File: src/sv/pmg_pkg.sv
package pmg_pkg;

	// power modes
	localparam logic [2:0] MODE_FULL     = 3'd0;
	localparam logic [2:0] MODE_STD      = 3'd1;
	localparam logic [2:0] MODE_CONSERVE = 3'd2;
	localparam logic [2:0] MODE_LOW      = 3'd3;
	localparam logic [2:0] MODE_EMRG     = 3'd4;

	// transition cause bits
	localparam logic [2:0] CAUSE_BATTERY  = 3'd1;
	localparam logic [2:0] CAUSE_THERMAL  = 3'd2;
	localparam logic [2:0] CAUSE_CHARGING = 3'd4;

	// item operations
	localparam logic OP_EVALUATE = 1'b0;
	localparam logic OP_CONSUME  = 1'b1;

	// configuration register indexes
	localparam logic [2:0] REG_BATTERY_THRESHOLDS = 3'd0;
	localparam logic [2:0] REG_HYSTERESIS_PCT     = 3'd1;
	localparam logic [2:0] REG_CHARGE_FULL_PCT    = 3'd2;
	localparam logic [2:0] REG_THERMAL_ENTER_MC   = 3'd3;
	localparam logic [2:0] REG_THERMAL_EXIT_MC    = 3'd4;
	localparam logic [2:0] REG_SUSTAIN_TIMES      = 3'd5;
	localparam logic [2:0] REG_FAST_CHARGE_MW     = 3'd6;
	localparam logic [2:0] REG_GATE_MASKS         = 3'd7;

	// upward limit when already in full mode
	localparam logic [8:0] FULL_UP_LIMIT = 9'd100;

	typedef struct packed {
		logic [31:0] battery_thresholds;
		logic [6:0]  hysteresis_pct;
		logic [6:0]  charge_full_pct;
		logic [18:0] thermal_enter_mc;
		logic [18:0] thermal_exit_mc;
		logic [31:0] sustain_times;
		logic [15:0] fast_charge_mw;
		logic [39:0] gate_masks;
	} cfg_t;

	typedef struct packed {
		logic [2:0]  from_mode;
		logic [2:0]  next_mode;
		logic [2:0]  cause;
		logic [7:0]  gate;
		logic [6:0]  level_pct;
		logic [18:0] temp_mc;
	} record_t;

	typedef struct packed {
		logic [2:0]  power_mode;
		logic        thermal_lock;
		logic        hot_seen;
		logic [31:0] sustain_timer;
		logic        record_pending;
		record_t     saved_record;
	} state_t;

	typedef struct packed {
		logic        operation;
		logic [6:0]  level_pct;
		logic [18:0] die_temp_mc;
		logic        on_charger;
		logic [15:0] charge_power_mw;
		logic [15:0] seconds_elapsed;
	} item_t;

	typedef struct packed {
		logic        step_status;
		logic [2:0]  power_mode;
		logic        record_valid;
		record_t     record;
	} result_t;

	// mode that the battery level alone calls for
	function automatic logic [2:0] level_to_mode(input logic [6:0] level,
			input logic [31:0] thr);
		logic [7:0] lvl;
		lvl = {1'b0, level};
		if (lvl <= thr[7:0])
			return MODE_EMRG;
		else if (lvl <= thr[15:8])
			return MODE_LOW;
		else if (lvl <= thr[23:16])
			return MODE_CONSERVE;
		else if (lvl <= thr[31:24])
			return MODE_STD;
		else
			return MODE_FULL;
	endfunction

	// level that must be exceeded to step one mode up
	function automatic logic [8:0] up_limit(input logic [2:0] mode,
			input logic [31:0] thr, input logic [6:0] hyst);
		logic [8:0] h;
		h = {2'b00, hyst};
		case (mode)
			MODE_STD:      return {1'b0, thr[31:24]} + h;
			MODE_CONSERVE: return {1'b0, thr[23:16]} + h;
			MODE_LOW:      return {1'b0, thr[15:8]} + h;
			MODE_EMRG:     return {1'b0, thr[7:0]} + h;
			default:       return FULL_UP_LIMIT;
		endcase
	endfunction

	function automatic logic [7:0] gate_of(input logic [2:0] mode,
			input logic [39:0] gates);
		case (mode)
			MODE_FULL:     return gates[7:0];
			MODE_STD:      return gates[15:8];
			MODE_CONSERVE: return gates[23:16];
			MODE_LOW:      return gates[31:24];
			MODE_EMRG:     return gates[39:32];
			default:       return gates[7:0];
		endcase
	endfunction

	// saturating timer add
	function automatic logic [31:0] timer_add(input logic [31:0] t,
			input logic [15:0] secs);
		logic [32:0] sum;
		sum = {1'b0, t} + {17'd0, secs};
		return sum[32] ? 32'hFFFF_FFFF : sum[31:0];
	endfunction

	function automatic record_t make_record(input logic [2:0] prev,
			input logic [2:0] next, input logic [2:0] cause,
			input logic [39:0] gates, input logic [6:0] level,
			input logic [18:0] temp);
		record_t r;
		r.from_mode = prev;
		r.next_mode = next;
		r.cause     = cause;
		r.gate      = gate_of(next, gates);
		r.level_pct = level;
		r.temp_mc   = temp;
		return r;
	endfunction

endpackage

File: src/sv/power_mode_governor_core.sv
// Power mode governor. Every item (evaluate readings or consume the pending
// transition record) is captured in an input register, runs through the
// combinational evaluator, and its result is loaded into the result register
// as the item leaves the input register. One item is taken per cycle while the
// result channel does not stall; the limit is the loop from the governor state
// through the evaluator back into that state. A full result register that is
// stalled holds the item in the input register.
// Configuration writes are always ready and take effect on the next cycle.
module power_mode_governor_core (
	input  logic        clk,
	input  logic        arst_n,
	// item channel
	input  logic        req_valid,
	output logic        req_stall,
	input  logic        operation,
	input  logic [6:0]  level_pct,
	input  logic [18:0] die_temp_mc,
	input  logic        on_charger,
	input  logic [15:0] charge_power_mw,
	input  logic [15:0] seconds_elapsed,
	// result channel
	output logic        rsp_valid,
	input  logic        rsp_stall,
	output logic        step_status,
	output logic [2:0]  power_mode,
	output logic        record_valid,
	output logic [2:0]  record_prev_mode,
	output logic [2:0]  record_next_mode,
	output logic [2:0]  record_cause,
	output logic [7:0]  record_gate,
	output logic [6:0]  record_level_pct,
	output logic [18:0] record_temp_mc,
	// configuration channel
	input  logic        cfg_valid,
	output logic        cfg_ready,
	input  logic [2:0]  cfg_index,
	input  logic [39:0] cfg_data
);

	pmg_pkg::cfg_t    cfg_q;
	pmg_pkg::state_t  st_q;
	pmg_pkg::state_t  st_nxt;
	pmg_pkg::item_t   item_s1;
	pmg_pkg::result_t res_nxt;
	pmg_pkg::result_t res_q;
	logic             valid_s1;
	logic             rsp_valid_q;
	logic             advance;

	// handshake
	assign advance   = valid_s1 && (!rsp_valid_q || !rsp_stall);
	assign req_stall = valid_s1 && !advance;
	assign cfg_ready = 1'b1;

	// configuration registers
	always_ff @(posedge clk or negedge arst_n) begin
		if (!arst_n) begin
			cfg_q.battery_thresholds <= 32'h3214_0A05;
			cfg_q.hysteresis_pct     <= 7'd5;
			cfg_q.charge_full_pct    <= 7'd30;
			cfg_q.thermal_enter_mc   <= 19'd45000;
			cfg_q.thermal_exit_mc    <= 19'd40000;
			cfg_q.sustain_times      <= 32'h003C_001E;
			cfg_q.fast_charge_mw     <= 16'd5000;
			cfg_q.gate_masks         <= 40'd0;
		end else if (cfg_valid && cfg_ready) begin
			case (cfg_index)
				pmg_pkg::REG_BATTERY_THRESHOLDS: cfg_q.battery_thresholds <= cfg_data[31:0];
				pmg_pkg::REG_HYSTERESIS_PCT:     cfg_q.hysteresis_pct     <= cfg_data[6:0];
				pmg_pkg::REG_CHARGE_FULL_PCT:    cfg_q.charge_full_pct    <= cfg_data[6:0];
				pmg_pkg::REG_THERMAL_ENTER_MC:   cfg_q.thermal_enter_mc   <= cfg_data[18:0];
				pmg_pkg::REG_THERMAL_EXIT_MC:    cfg_q.thermal_exit_mc    <= cfg_data[18:0];
				pmg_pkg::REG_SUSTAIN_TIMES:      cfg_q.sustain_times      <= cfg_data[31:0];
				pmg_pkg::REG_FAST_CHARGE_MW:     cfg_q.fast_charge_mw     <= cfg_data[15:0];
				pmg_pkg::REG_GATE_MASKS:         cfg_q.gate_masks         <= cfg_data;
				default: ;
			endcase
		end
	end

	// input register
	always_ff @(posedge clk or negedge arst_n) begin
		if (!arst_n) begin
			valid_s1 <= 1'b0;
		end else if (!valid_s1 || advance) begin
			valid_s1 <= req_valid;
		end
	end

	always_ff @(posedge clk) begin
		if (req_valid && !req_stall) begin
			item_s1.operation       <= operation;
			item_s1.level_pct       <= level_pct;
			item_s1.die_temp_mc     <= die_temp_mc;
			item_s1.on_charger      <= on_charger;
			item_s1.charge_power_mw <= charge_power_mw;
			item_s1.seconds_elapsed <= seconds_elapsed;
		end
	end

	pmg_eval u_eval (
		.cfg    (cfg_q),
		.st     (st_q),
		.item   (item_s1),
		.st_nxt (st_nxt),
		.res    (res_nxt)
	);

	// governor state
	always_ff @(posedge clk or negedge arst_n) begin
		if (!arst_n) begin
			st_q <= '0;
		end else if (advance) begin
			st_q <= st_nxt;
		end
	end

	// result register
	always_ff @(posedge clk or negedge arst_n) begin
		if (!arst_n) begin
			rsp_valid_q <= 1'b0;
		end else if (advance) begin
			rsp_valid_q <= 1'b1;
		end else if (!rsp_stall) begin
			rsp_valid_q <= 1'b0;
		end
	end

	always_ff @(posedge clk) begin
		if (advance) begin
			res_q <= res_nxt;
		end
	end

	assign rsp_valid        = rsp_valid_q;
	assign step_status      = res_q.step_status;
	assign power_mode       = res_q.power_mode;
	assign record_valid     = res_q.record_valid;
	assign record_prev_mode = res_q.record.from_mode;
	assign record_next_mode = res_q.record.next_mode;
	assign record_cause     = res_q.record.cause;
	assign record_gate      = res_q.record.gate;
	assign record_level_pct = res_q.record.level_pct;
	assign record_temp_mc   = res_q.record.temp_mc;

`ifndef SYNTH
	// the lock only engages after a hot reading was seen
	a_lock_hot: assert property (@(posedge clk) disable iff (!arst_n)
		st_q.thermal_lock |-> st_q.hot_seen)
		else $error("thermal lock without hot_seen");

	// mode stays within full to emergency
	a_mode_range: assert property (@(posedge clk) disable iff (!arst_n)
		st_q.power_mode <= pmg_pkg::MODE_EMRG)
		else $error("power mode out of range");

	// a returned record always reports ok status
	a_record_status: assert property (@(posedge clk) disable iff (!arst_n)
		rsp_valid_q && res_q.record_valid |-> !res_q.step_status)
		else $error("record returned with no-change status");

	// state only moves when an item leaves the input register
	a_state_hold: assert property (@(posedge clk) disable iff (!arst_n)
		!advance |=> $stable(st_q))
		else $error("governor state changed without an item");
`endif

endmodule

File: src/sv/pmg_eval.sv
module pmg_eval (
	input  pmg_pkg::cfg_t    cfg,
	input  pmg_pkg::state_t  st,
	input  pmg_pkg::item_t   item,
	output pmg_pkg::state_t  st_nxt,
	output pmg_pkg::result_t res
);

	logic        temp_hot;
	logic        temp_cool;
	logic [31:0] tadd_hot;
	logic [31:0] tadd_lock;
	logic [2:0]  bmode;
	logic [2:0]  mode_v;
	logic [2:0]  lift;
	logic        done;
	logic        status;

	// thermal compares and timer sums
	assign temp_hot  = $signed(item.die_temp_mc) >= $signed(cfg.thermal_enter_mc);
	assign temp_cool = $signed(item.die_temp_mc) < $signed(cfg.thermal_exit_mc);
	assign tadd_hot  = pmg_pkg::timer_add(st.hot_seen ? st.sustain_timer : 32'd0,
		item.seconds_elapsed);
	assign tadd_lock = pmg_pkg::timer_add(st.sustain_timer, item.seconds_elapsed);
	assign bmode     = pmg_pkg::level_to_mode(item.level_pct, cfg.battery_thresholds);

	// charging lift target
	always_comb begin
		if (item.level_pct > cfg.charge_full_pct)
			lift = pmg_pkg::MODE_FULL;
		else if (bmode <= pmg_pkg::MODE_STD)
			lift = pmg_pkg::MODE_STD;
		else
			lift = bmode - 3'd1;
	end

	// one evaluate or consume step
	always_comb begin
		st_nxt = st;
		res    = '0;
		done   = 1'b0;
		status = 1'b1;
		mode_v = st.power_mode;
		if (item.operation == pmg_pkg::OP_EVALUATE) begin
			// thermal override
			if (!st.thermal_lock) begin
				if (temp_hot) begin
					st_nxt.hot_seen      = 1'b1;
					st_nxt.sustain_timer = tadd_hot;
					if (tadd_hot >= {16'd0, cfg.sustain_times[15:0]}) begin
						st_nxt.thermal_lock = 1'b1;
						if (st.power_mode != pmg_pkg::MODE_EMRG) begin
							st_nxt.saved_record = pmg_pkg::make_record(st.power_mode,
								pmg_pkg::MODE_EMRG, pmg_pkg::CAUSE_THERMAL,
								cfg.gate_masks, item.level_pct, item.die_temp_mc);
							st_nxt.power_mode     = pmg_pkg::MODE_EMRG;
							st_nxt.record_pending = 1'b1;
							done   = 1'b1;
							status = 1'b0;
						end
					end
				end else begin
					st_nxt.hot_seen      = 1'b0;
					st_nxt.sustain_timer = 32'd0;
				end
			end else begin
				done = 1'b1;
				if (temp_cool) begin
					st_nxt.sustain_timer = tadd_lock;
					if (tadd_lock >= {16'd0, cfg.sustain_times[31:16]}) begin
						st_nxt.thermal_lock  = 1'b0;
						st_nxt.hot_seen      = 1'b0;
						st_nxt.sustain_timer = 32'd0;
						if (bmode != st.power_mode) begin
							st_nxt.saved_record = pmg_pkg::make_record(st.power_mode,
								bmode, pmg_pkg::CAUSE_BATTERY | pmg_pkg::CAUSE_THERMAL,
								cfg.gate_masks, item.level_pct, item.die_temp_mc);
							st_nxt.power_mode     = bmode;
							st_nxt.record_pending = 1'b1;
							status = 1'b0;
						end
					end
				end else begin
					st_nxt.sustain_timer = 32'd0;
				end
			end
			// battery and charging rules
			if (!done) begin
				if (bmode > st.power_mode) begin
					mode_v = bmode;
				end else if (bmode < st.power_mode &&
						{2'b00, item.level_pct} >
						pmg_pkg::up_limit(st.power_mode, cfg.battery_thresholds,
						cfg.hysteresis_pct)) begin
					mode_v = st.power_mode - 3'd1;
				end
				if (mode_v != st.power_mode) begin
					st_nxt.saved_record = pmg_pkg::make_record(st.power_mode, mode_v,
						pmg_pkg::CAUSE_BATTERY, cfg.gate_masks, item.level_pct,
						item.die_temp_mc);
					st_nxt.power_mode     = mode_v;
					st_nxt.record_pending = 1'b1;
				end
				if (item.on_charger && item.charge_power_mw >= cfg.fast_charge_mw &&
						mode_v != pmg_pkg::MODE_EMRG && mode_v > lift) begin
					st_nxt.saved_record = pmg_pkg::make_record(mode_v, lift,
						pmg_pkg::CAUSE_CHARGING, cfg.gate_masks, item.level_pct,
						item.die_temp_mc);
					st_nxt.power_mode     = lift;
					st_nxt.record_pending = 1'b1;
					status = 1'b0;
				end else begin
					status = !st_nxt.record_pending;
				end
			end
		end else begin
			// consume the pending record
			if (st.record_pending) begin
				res.record_valid      = 1'b1;
				res.record            = st.saved_record;
				st_nxt.record_pending = 1'b0;
				status = 1'b0;
			end
		end
		res.step_status = status;
		res.power_mode  = st_nxt.power_mode;
	end

endmodule
File: config.mk
export PLATFORM = sky130hd
export DESIGN_NAME = power_mode_governor_core
export DESIGN_NICKNAME = d
export VERILOG_FILES = /design/src/sv/pmg_pkg.sv /design/src/sv/power_mode_governor_core.sv /design/src/sv/pmg_eval.sv
export SDC_FILE = /design/constraint.sdc
export NUM_CORES = 1
export LEC_CHECK = 0
export ABC_AREA = 1
export BUFFER_PORTS_ARGS = -buffer_cell sky130_fd_sc_hd__buf_4
export CAP_MARGIN = 20
export CORE_AREA = 8 8 289 291
export DETAILED_ROUTE_END_ITERATION = 8
export DIE_AREA = 0 0 297 299
export HOLD_SLACK_MARGIN = 0.06
export SETUP_SLACK_MARGIN = 0.05
export SYNTH_ARGS = -nofsm -noshare
export SYNTH_HDL_FRONTEND = slang
export SYNTH_SLANG_ARGS = --single-unit
export TNS_END_PERCENT = 50
File: constraint.sdc
create_clock -name clk -period 5.69 [get_ports clk]
set_clock_uncertainty 0.05 [all_clocks]
set_input_delay 0.569 -clock clk [delete_from_list [all_inputs] [get_ports clk]]
set_output_delay 0.569 -clock clk [all_outputs]
set_load 0.02 [all_outputs]
Yosys cells after proc, flatten, opt, wreduce, memory -nomap -nowiden
Index checks and enable logic that the tools add are counted.
Word-level totals
  flip-flop bits (word level): 363
  bits in latches: 0
  RAM bits: 0
  ROM bits: 0
  bits of input ports: 108
  output and inout port bits: 51
  word-level logic and storage cells: 180
  memories kept: 0
Operators by class
  add/subtract/negate cells: 8
  multipliers: 0
  divide/modulo/power cells: 0
  order comparisons: 15
  equal/unequal tests: 30
  shift-type cells: 0
  multiplexer cells: 63
  bitwise gates (word level): 1
  reductions and logical operators: 27
Operator list (number)
  44-bit two-way mux: 11
  81-bit two-way mux: 2
  32-bit two-way mux: 4
  8-bit case mux with 4 select lines: 3
  32-bit by 16-bit adder with 33-bit output: 2
  32-bit by 16-bit greater-or-equal comparator with 1-bit output: 2
  3-bit two-way mux: 14
  37-bit two-way mux: 1
  8-bit by 7-bit adder with 9-bit output: 4
  9-bit case mux with 4 select lines: 1
  33-bit two-way mux: 1
  7-bit by 8-bit <= comparator with 1-bit output: 4
  3-bit by 2-bit equality test with 1-bit output, second input constant: 10
  9-bit two-way mux: 3
  3-bit equality test, second input constant: 8
  1-bit two-way mux: 20
  2-bit AND reduction: 10
  19-bit greater-or-equal comparator: 1
  19-bit less-than comparator: 1
  16-bit greater-or-equal comparator: 1
  3-bit by 1-bit equality test with 1-bit output, second input constant: 5
  7-bit by 9-bit greater-than comparator with 1-bit output: 1
  4-bit two-way mux: 2
  7-bit greater-than comparator: 1
  other kinds (14): 32

Longest topological paths before layout
  word-level depth: 25
  gate-level depth with buffers: 43

Cells and area by module
A second synthesis with hierarchy kept.
Unflattened totals
  cell total of the unflattened synthesis: 3561
  area, all modules: 25177.9 um^2
Modules (own cells, without submodules)
  power_mode_governor_core: times used 1, cells each 1217, area an instance 13196.4 um^2, seq. area each 9676.8 um^2
  pmg_eval: times used 1, cells each 2344, area an instance 11981.5 um^2, seq. area each 0.0 um^2

Least setup slack after synthesis
Ideal clock, no wire load.
  path kind: register -> register
  from: register st_q[78] in the netlist's numbering
  to: register st_q[20] in the netlist's numbering
  setup time: 0.117 ns
  arrival: 6.139 ns
  required time: 5.523 ns
  slack: -0.616 ns
  stages on the path, launching flop included: 37
  path buffers: 4
  clock period less this slack: 6.306 ns
  cell sequence: dfrtp_1 clkinv_1 ha_1 nand2_2 nand3_2 inv_1 clkbuf_1 a21oi_1 fa_1 a21oi_1 xor2_1 or2_2 ha_1 nand2_1 inv_1 nand4_1 nand3_1 nand2_1 a21oi_1 nand3_1 nand2_1 nand2_2 nand2_4 clkbuf_1 ha_1 nand3_1 nand2_1 nor2_1 nand3_4 nand2_2 nand3_4 nand2_4 nand2_1 buf_6 buf_6 nand2_1 nand2_1
On the way
  longest elaborated chain between the ends: 17
  elaborated cells on any way between the ends: 41
  those cells by class: add/sub (1); order compare (4); eq/ne (8); mux (25); reduce/logical (3)
RTL lines
  start: declaration: line power_mode_governor_core.sv:41  | pmg_pkg::state_t st_q;
  start signal: assignment: line power_mode_governor_core.sv:114  | st_q <= st_nxt;
  3-bit equality test (tied with other cells): line pmg_pkg.sv:99  | case (mode)
  9-bit case mux with 4 select lines: line pmg_pkg.sv:99
  9-bit two-way mux: line pmg_eval.sv:89  | if (bmode > st.power_mode) begin
  9-bit two-way mux: line pmg_eval.sv:88  | if (!done) begin
  9-bit two-way mux: line pmg_eval.sv:44  | if (item.operation == pmg_pkg::OP_EVALUATE) begin
  7-bit by 9-bit greater-than comparator with 1-bit output: line pmg_eval.sv:92  | {2'b00, item.level_pct} >
  1-bit logical AND: line pmg_eval.sv:91  | end else if (bmode < st.power_mode &&
  3-bit two-way mux: line pmg_eval.sv:91
  3-bit two-way mux: line pmg_eval.sv:89
  3-bit two-way mux: line pmg_eval.sv:88
  3-bit two-way mux: line pmg_eval.sv:44
  3-bit inequality test: line pmg_eval.sv:97  | if (mode_v != st.power_mode) begin
  44-bit two-way mux: line pmg_eval.sv:97
  44-bit two-way mux: line pmg_eval.sv:88
  44-bit two-way mux: line pmg_eval.sv:44
  44-bit two-way mux: line pmg_eval.sv:104  | if (item.on_charger && item.charge_power_mw >= cfg.fast_charge_mw &&
  44-bit two-way mux (*): line pmg_eval.sv:88
Mark *: on every way between the ends. The rest lies on a longest branch, timed or not. The select of a mux whose other input is x is not followed.
A chain may end at the register's enable or synchronous reset.

Worst setup path after layout
  from: register st_q[79] in the netlist's numbering
  to: register st_q[6] in the netlist's numbering
Same word-level chain as after synthesis.

==> impl_metrics.env <==
export IMPL_status="finished clean"
export IMPL_setup_violations=0
export IMPL_min_path_type="primary input to register"
export IMPL_reg2regPathDepth=38
export IMPL_crit_family="simple AND/OR/NAND/NOR gates"
export IMPL_io_pins=159
export IMPL_ys_seq_area_frac=0.414
export IMPL_drt_iter0_markers=1743
export IMPL_yosys_warnings=0
export IMPL_ant_nets=0
export IMPL_synth_edf_count=108
export IMPL_synth_seq_cells=363
export IMPL_fin_ws_ps=224
export IMPL_critPathBufInv=5
export IMPL_required_ps=6130
export IMPL_synth_area_leaders="dfrtp_1, edfxtp_1, nand2_1"
export IMPL_p_int_w=0.00799
export IMPL_startpoint="st_q[79]"
export IMPL_die_y_um=299
export IMPL_max_slew_margin_rel=0.355
export IMPL_syn_inst=3093
export IMPL_drive_above_1_share=0.140
export IMPL_cp_data_arrival_time_ps=5910
export IMPL_portBuffers=157
export IMPL_vdd_drop_max_uv=380
export IMPL_setup_tns_ps=0
export IMPL_routed_wl_mm=77.2
export IMPL_total_power_w=0.0147
export IMPL_worstSkewPairLatency_ps=610
export IMPL_final_hold_viol_count=0
export IMPL_routabilityCongestion=0.934
export IMPL_clkSinkCount=363
export IMPL_power_density_mw_per_mm2=522
export IMPL_cts_tree="done"
export IMPL_finalNetCount=3600
export IMPL_swShare=0.457
export IMPL_crit_top_cell="nand2_1"
export IMPL_ys_types=59
export IMPL_switching_power_w=0.00672
export IMPL_antenna_found_initial=2
export IMPL_synth_top_cell_by_area="dfrtp_1"
export IMPL_vias=20800
export IMPL_crit_fanout=8
export IMPL_worstSetupPathDepth=38
export IMPL_synthArstFlopShare=0.702
export IMPL_synth_top_area_frac=0.228
export IMPL_die_area_mm2=0.0888
export IMPL_grt_pass1_vias=20200
export IMPL_avgSynthCellArea_um2=7.55
export IMPL_p_comb_frac=0.538
export IMPL_avgViaCountPerCell=4.74
export IMPL_p_leak_nw=14.1
export IMPL_cts_max_path_buffers=3
export IMPL_initial_core_util=0.297
export IMPL_die_w_um=297
export IMPL_hpwlAfterDp_mm=58.4
export IMPL_period_share=0.961
export IMPL_areaGrowthSynthToFinish_pct=20.7
export IMPL_rows=103
export IMPL_cts_root_buf="clkbuf_16"
export IMPL_ff2ff_setup_slack_ps=220
export IMPL_grt_pass1_wl_mm=118
export IMPL_grt_remaining_overflow=0
export IMPL_worstSetupPathType="register to register"
export IMPL_end_kind="register"
export IMPL_fmax_ghz=0.183
export IMPL_wl_per_cell_um=17.6
export IMPL_pwr_share_clk=0.206
export IMPL_core_mm2=0.0786
export IMPL_fin_crit_ps=5470
export IMPL_htree_num_levels=2
export IMPL_power_frac_seq=0.255
export IMPL_grt_total_usage=0.167
export IMPL_filler_cell_count=8321
export IMPL_ys_flop_type="dfrtp_1"
export IMPL_endpoint="st_q[6]"
export IMPL_grt_max_degree=136
export IMPL_slowest_delay_ps=470
export IMPL_cts_made_buffers=45
export IMPL_worstReg2RegEnd="st_q[6]"
export IMPL_maxCapViolCount=0
export IMPL_netlist_area_mm2=0.0234
export IMPL_worstMarginPinSlew_ps=967
export IMPL_start_kind="register"
export IMPL_reg2reg_from="st_q[79]"
export IMPL_drtPass1Iterations=5
export IMPL_drc=0
export IMPL_cp_slowest_cell="dfrtp_2"
export IMPL_dpl_worst_slack_ps=229
export IMPL_slew_violations=0
export IMPL_clk_pin_slew_ps=70
placed cells by master (no fill, tap or decap), types with 15 or more instances in the layout:
cell,netlist,routed
nand2_1,861,850
inv_1,461,455
nor2_1,276,273
o21ai_0,226,226
buf_4,9,222
dfrtp_1,213,211
nand3_1,203,200
ha_1,182,175
a21oi_1,117,110
edfxtp_1,108,108
nand4_1,70,70
clkbuf_16,0,49
dfstp_2,42,42
or2_2,27,25
xor2_1,25,25
o22ai_1,23,23
dlygate4sd3_1,0,22
inv_2,14,17
nand2_2,9,17
a2bb2oi_1,16,16
clkbuf_1,67,15
area by class of cell:
cell class | instances | area [µm²] | share of cell area
antenna | 2 | 5.00 | 0.000178
multi-input combinational | 2164 | 11700 | 0.416
tap | 1050 | 1310 | 0.0466
clock buffer | 67 | 1300 | 0.0462
sequential | 363 | 9680 | 0.343
timing repair buffer | 256 | 2080 | 0.0739
inverter | 477 | 1810 | 0.0641
clock inverter | 17 | 273 | 0.00968
worst register-to-register path: cells and delay by family (launching register included):
| family | cells | cell delay, ps |
|---|---|---|
| AND/OR/NAND/NOR | 23 | 2180 |
| adder cells (fa/ha/maj) | 4 | 1050 |
| AO/OA/AOI/OAI | 5 | 750 |
| buffers and inverters | 5 | 690 |
| flip-flops | 1 | 470 |
| XOR/XNOR | 1 | 140 |
through the flow:
stage	hold slack, ps	std cells	cell area [µm²]	util
final	90.7	4396	28200	0.359
after global routing	67.7	4394	28200	0.359
after CTS	61.1	4371	27700	0.353
after detailed placement	409	4265	25900	0.330
after global placement	412	4265	25900	0.330
after floorplan	223	3094	23400	-
cells by family (layout without fill, tap and decap cells):
| group | count (synthesis) | count (layout) | share of synthesized area |
|---|---|---|---|
| AND/OR/NAND/NOR | 1496 | 1497 | 0.271 |
| adder cells (fa/ha/maj) | 185 | 185 | 0.100 |
| other | 1 | 4 | 0.000161 |
| XOR/XNOR | 30 | 30 | 0.0113 |
| buffers and inverters | 568 | 817 | 0.0948 |
| flip-flops | 363 | 363 | 0.414 |
| AO/OA/AOI/OAI | 450 | 450 | 0.108 |
Yosys cell counts, types with 9 or more instances:
cell type and instances:
nand3_1 203, dfrtp_1 213, o21ai_0 226, a2bb2oi_1 16, buf_4 9, dfstp_2 42
ha_1 182, clkbuf_1 67, nand2_1 861, nor3_1 14, nor2_1 276, edfxtp_1 108
buf_2 9, inv_1 461, inv_2 14, or2_2 27, xor2_1 25, nand2_2 9
a211oi_1 13, nand4_1 70, a21oi_1 117, o22ai_1 23
per-layer routing:
layer | global-route usage | share of wire | vias to the layer above
li1 | - | - | 10500
met1 | 0.233 | 0.46 | 9640
met2 | 0.263 | 0.44 | 598
met3 | 0.0301 | 0.065 | 133
met4 | 0.0505 | 0.030 | 0
met5 | 0 | 0 | -
power by group through the flow:
stage	registers, W	clock network (W)	logic (W)
floorplan	0.00369	0	0.00521
global placement	0.00380	0	0.00733
detailed placement	0.00379	0	0.00738
CTS	0.00375	0.00312	0.00743
global route	0.00382	0.00321	0.00885
finish	0.00375	0.00303	0.00791
sequential cells by signal, summed over array words and instances, names as in the netlist:
register          flops
cfg_q               172
item_s1              60
power_mode            3
record_cause          3
record_gate           8
record_level_pct      7
record_next_mode      3
record_prev_mode      3
record_temp_mc       19
record_valid          1
rsp_valid             1
st_q                 81
step_status           1
valid_s1              1
how the worst min path moves through the flow:
stage / startpoint / end / slack [ps] / cells after the start
detailed placement: st_q[5] / st_q[5] / 410 / 2
floorplan: arst_n / cfg_q[0] / 220 / 0
global placement: st_q[17] / st_q[17] / 410 / 2
finish: level_pct[2] / item_s1[54] / 90 / 1
global route: level_pct[2] / item_s1[54] / 70 / 1
CTS: die_temp_mc[13] / item_s1[46] / 60 / 1
repair_timing:
action / in CTS / in global routing
setup endpoints to repair: 0 / 58
hold buffers: 22 / 0
gates resized for setup: 0 / 48
endpoints found under the hold margin: 85 / 0
buffers inserted: 0 / 18
Power figures use the tool's default switching activity.
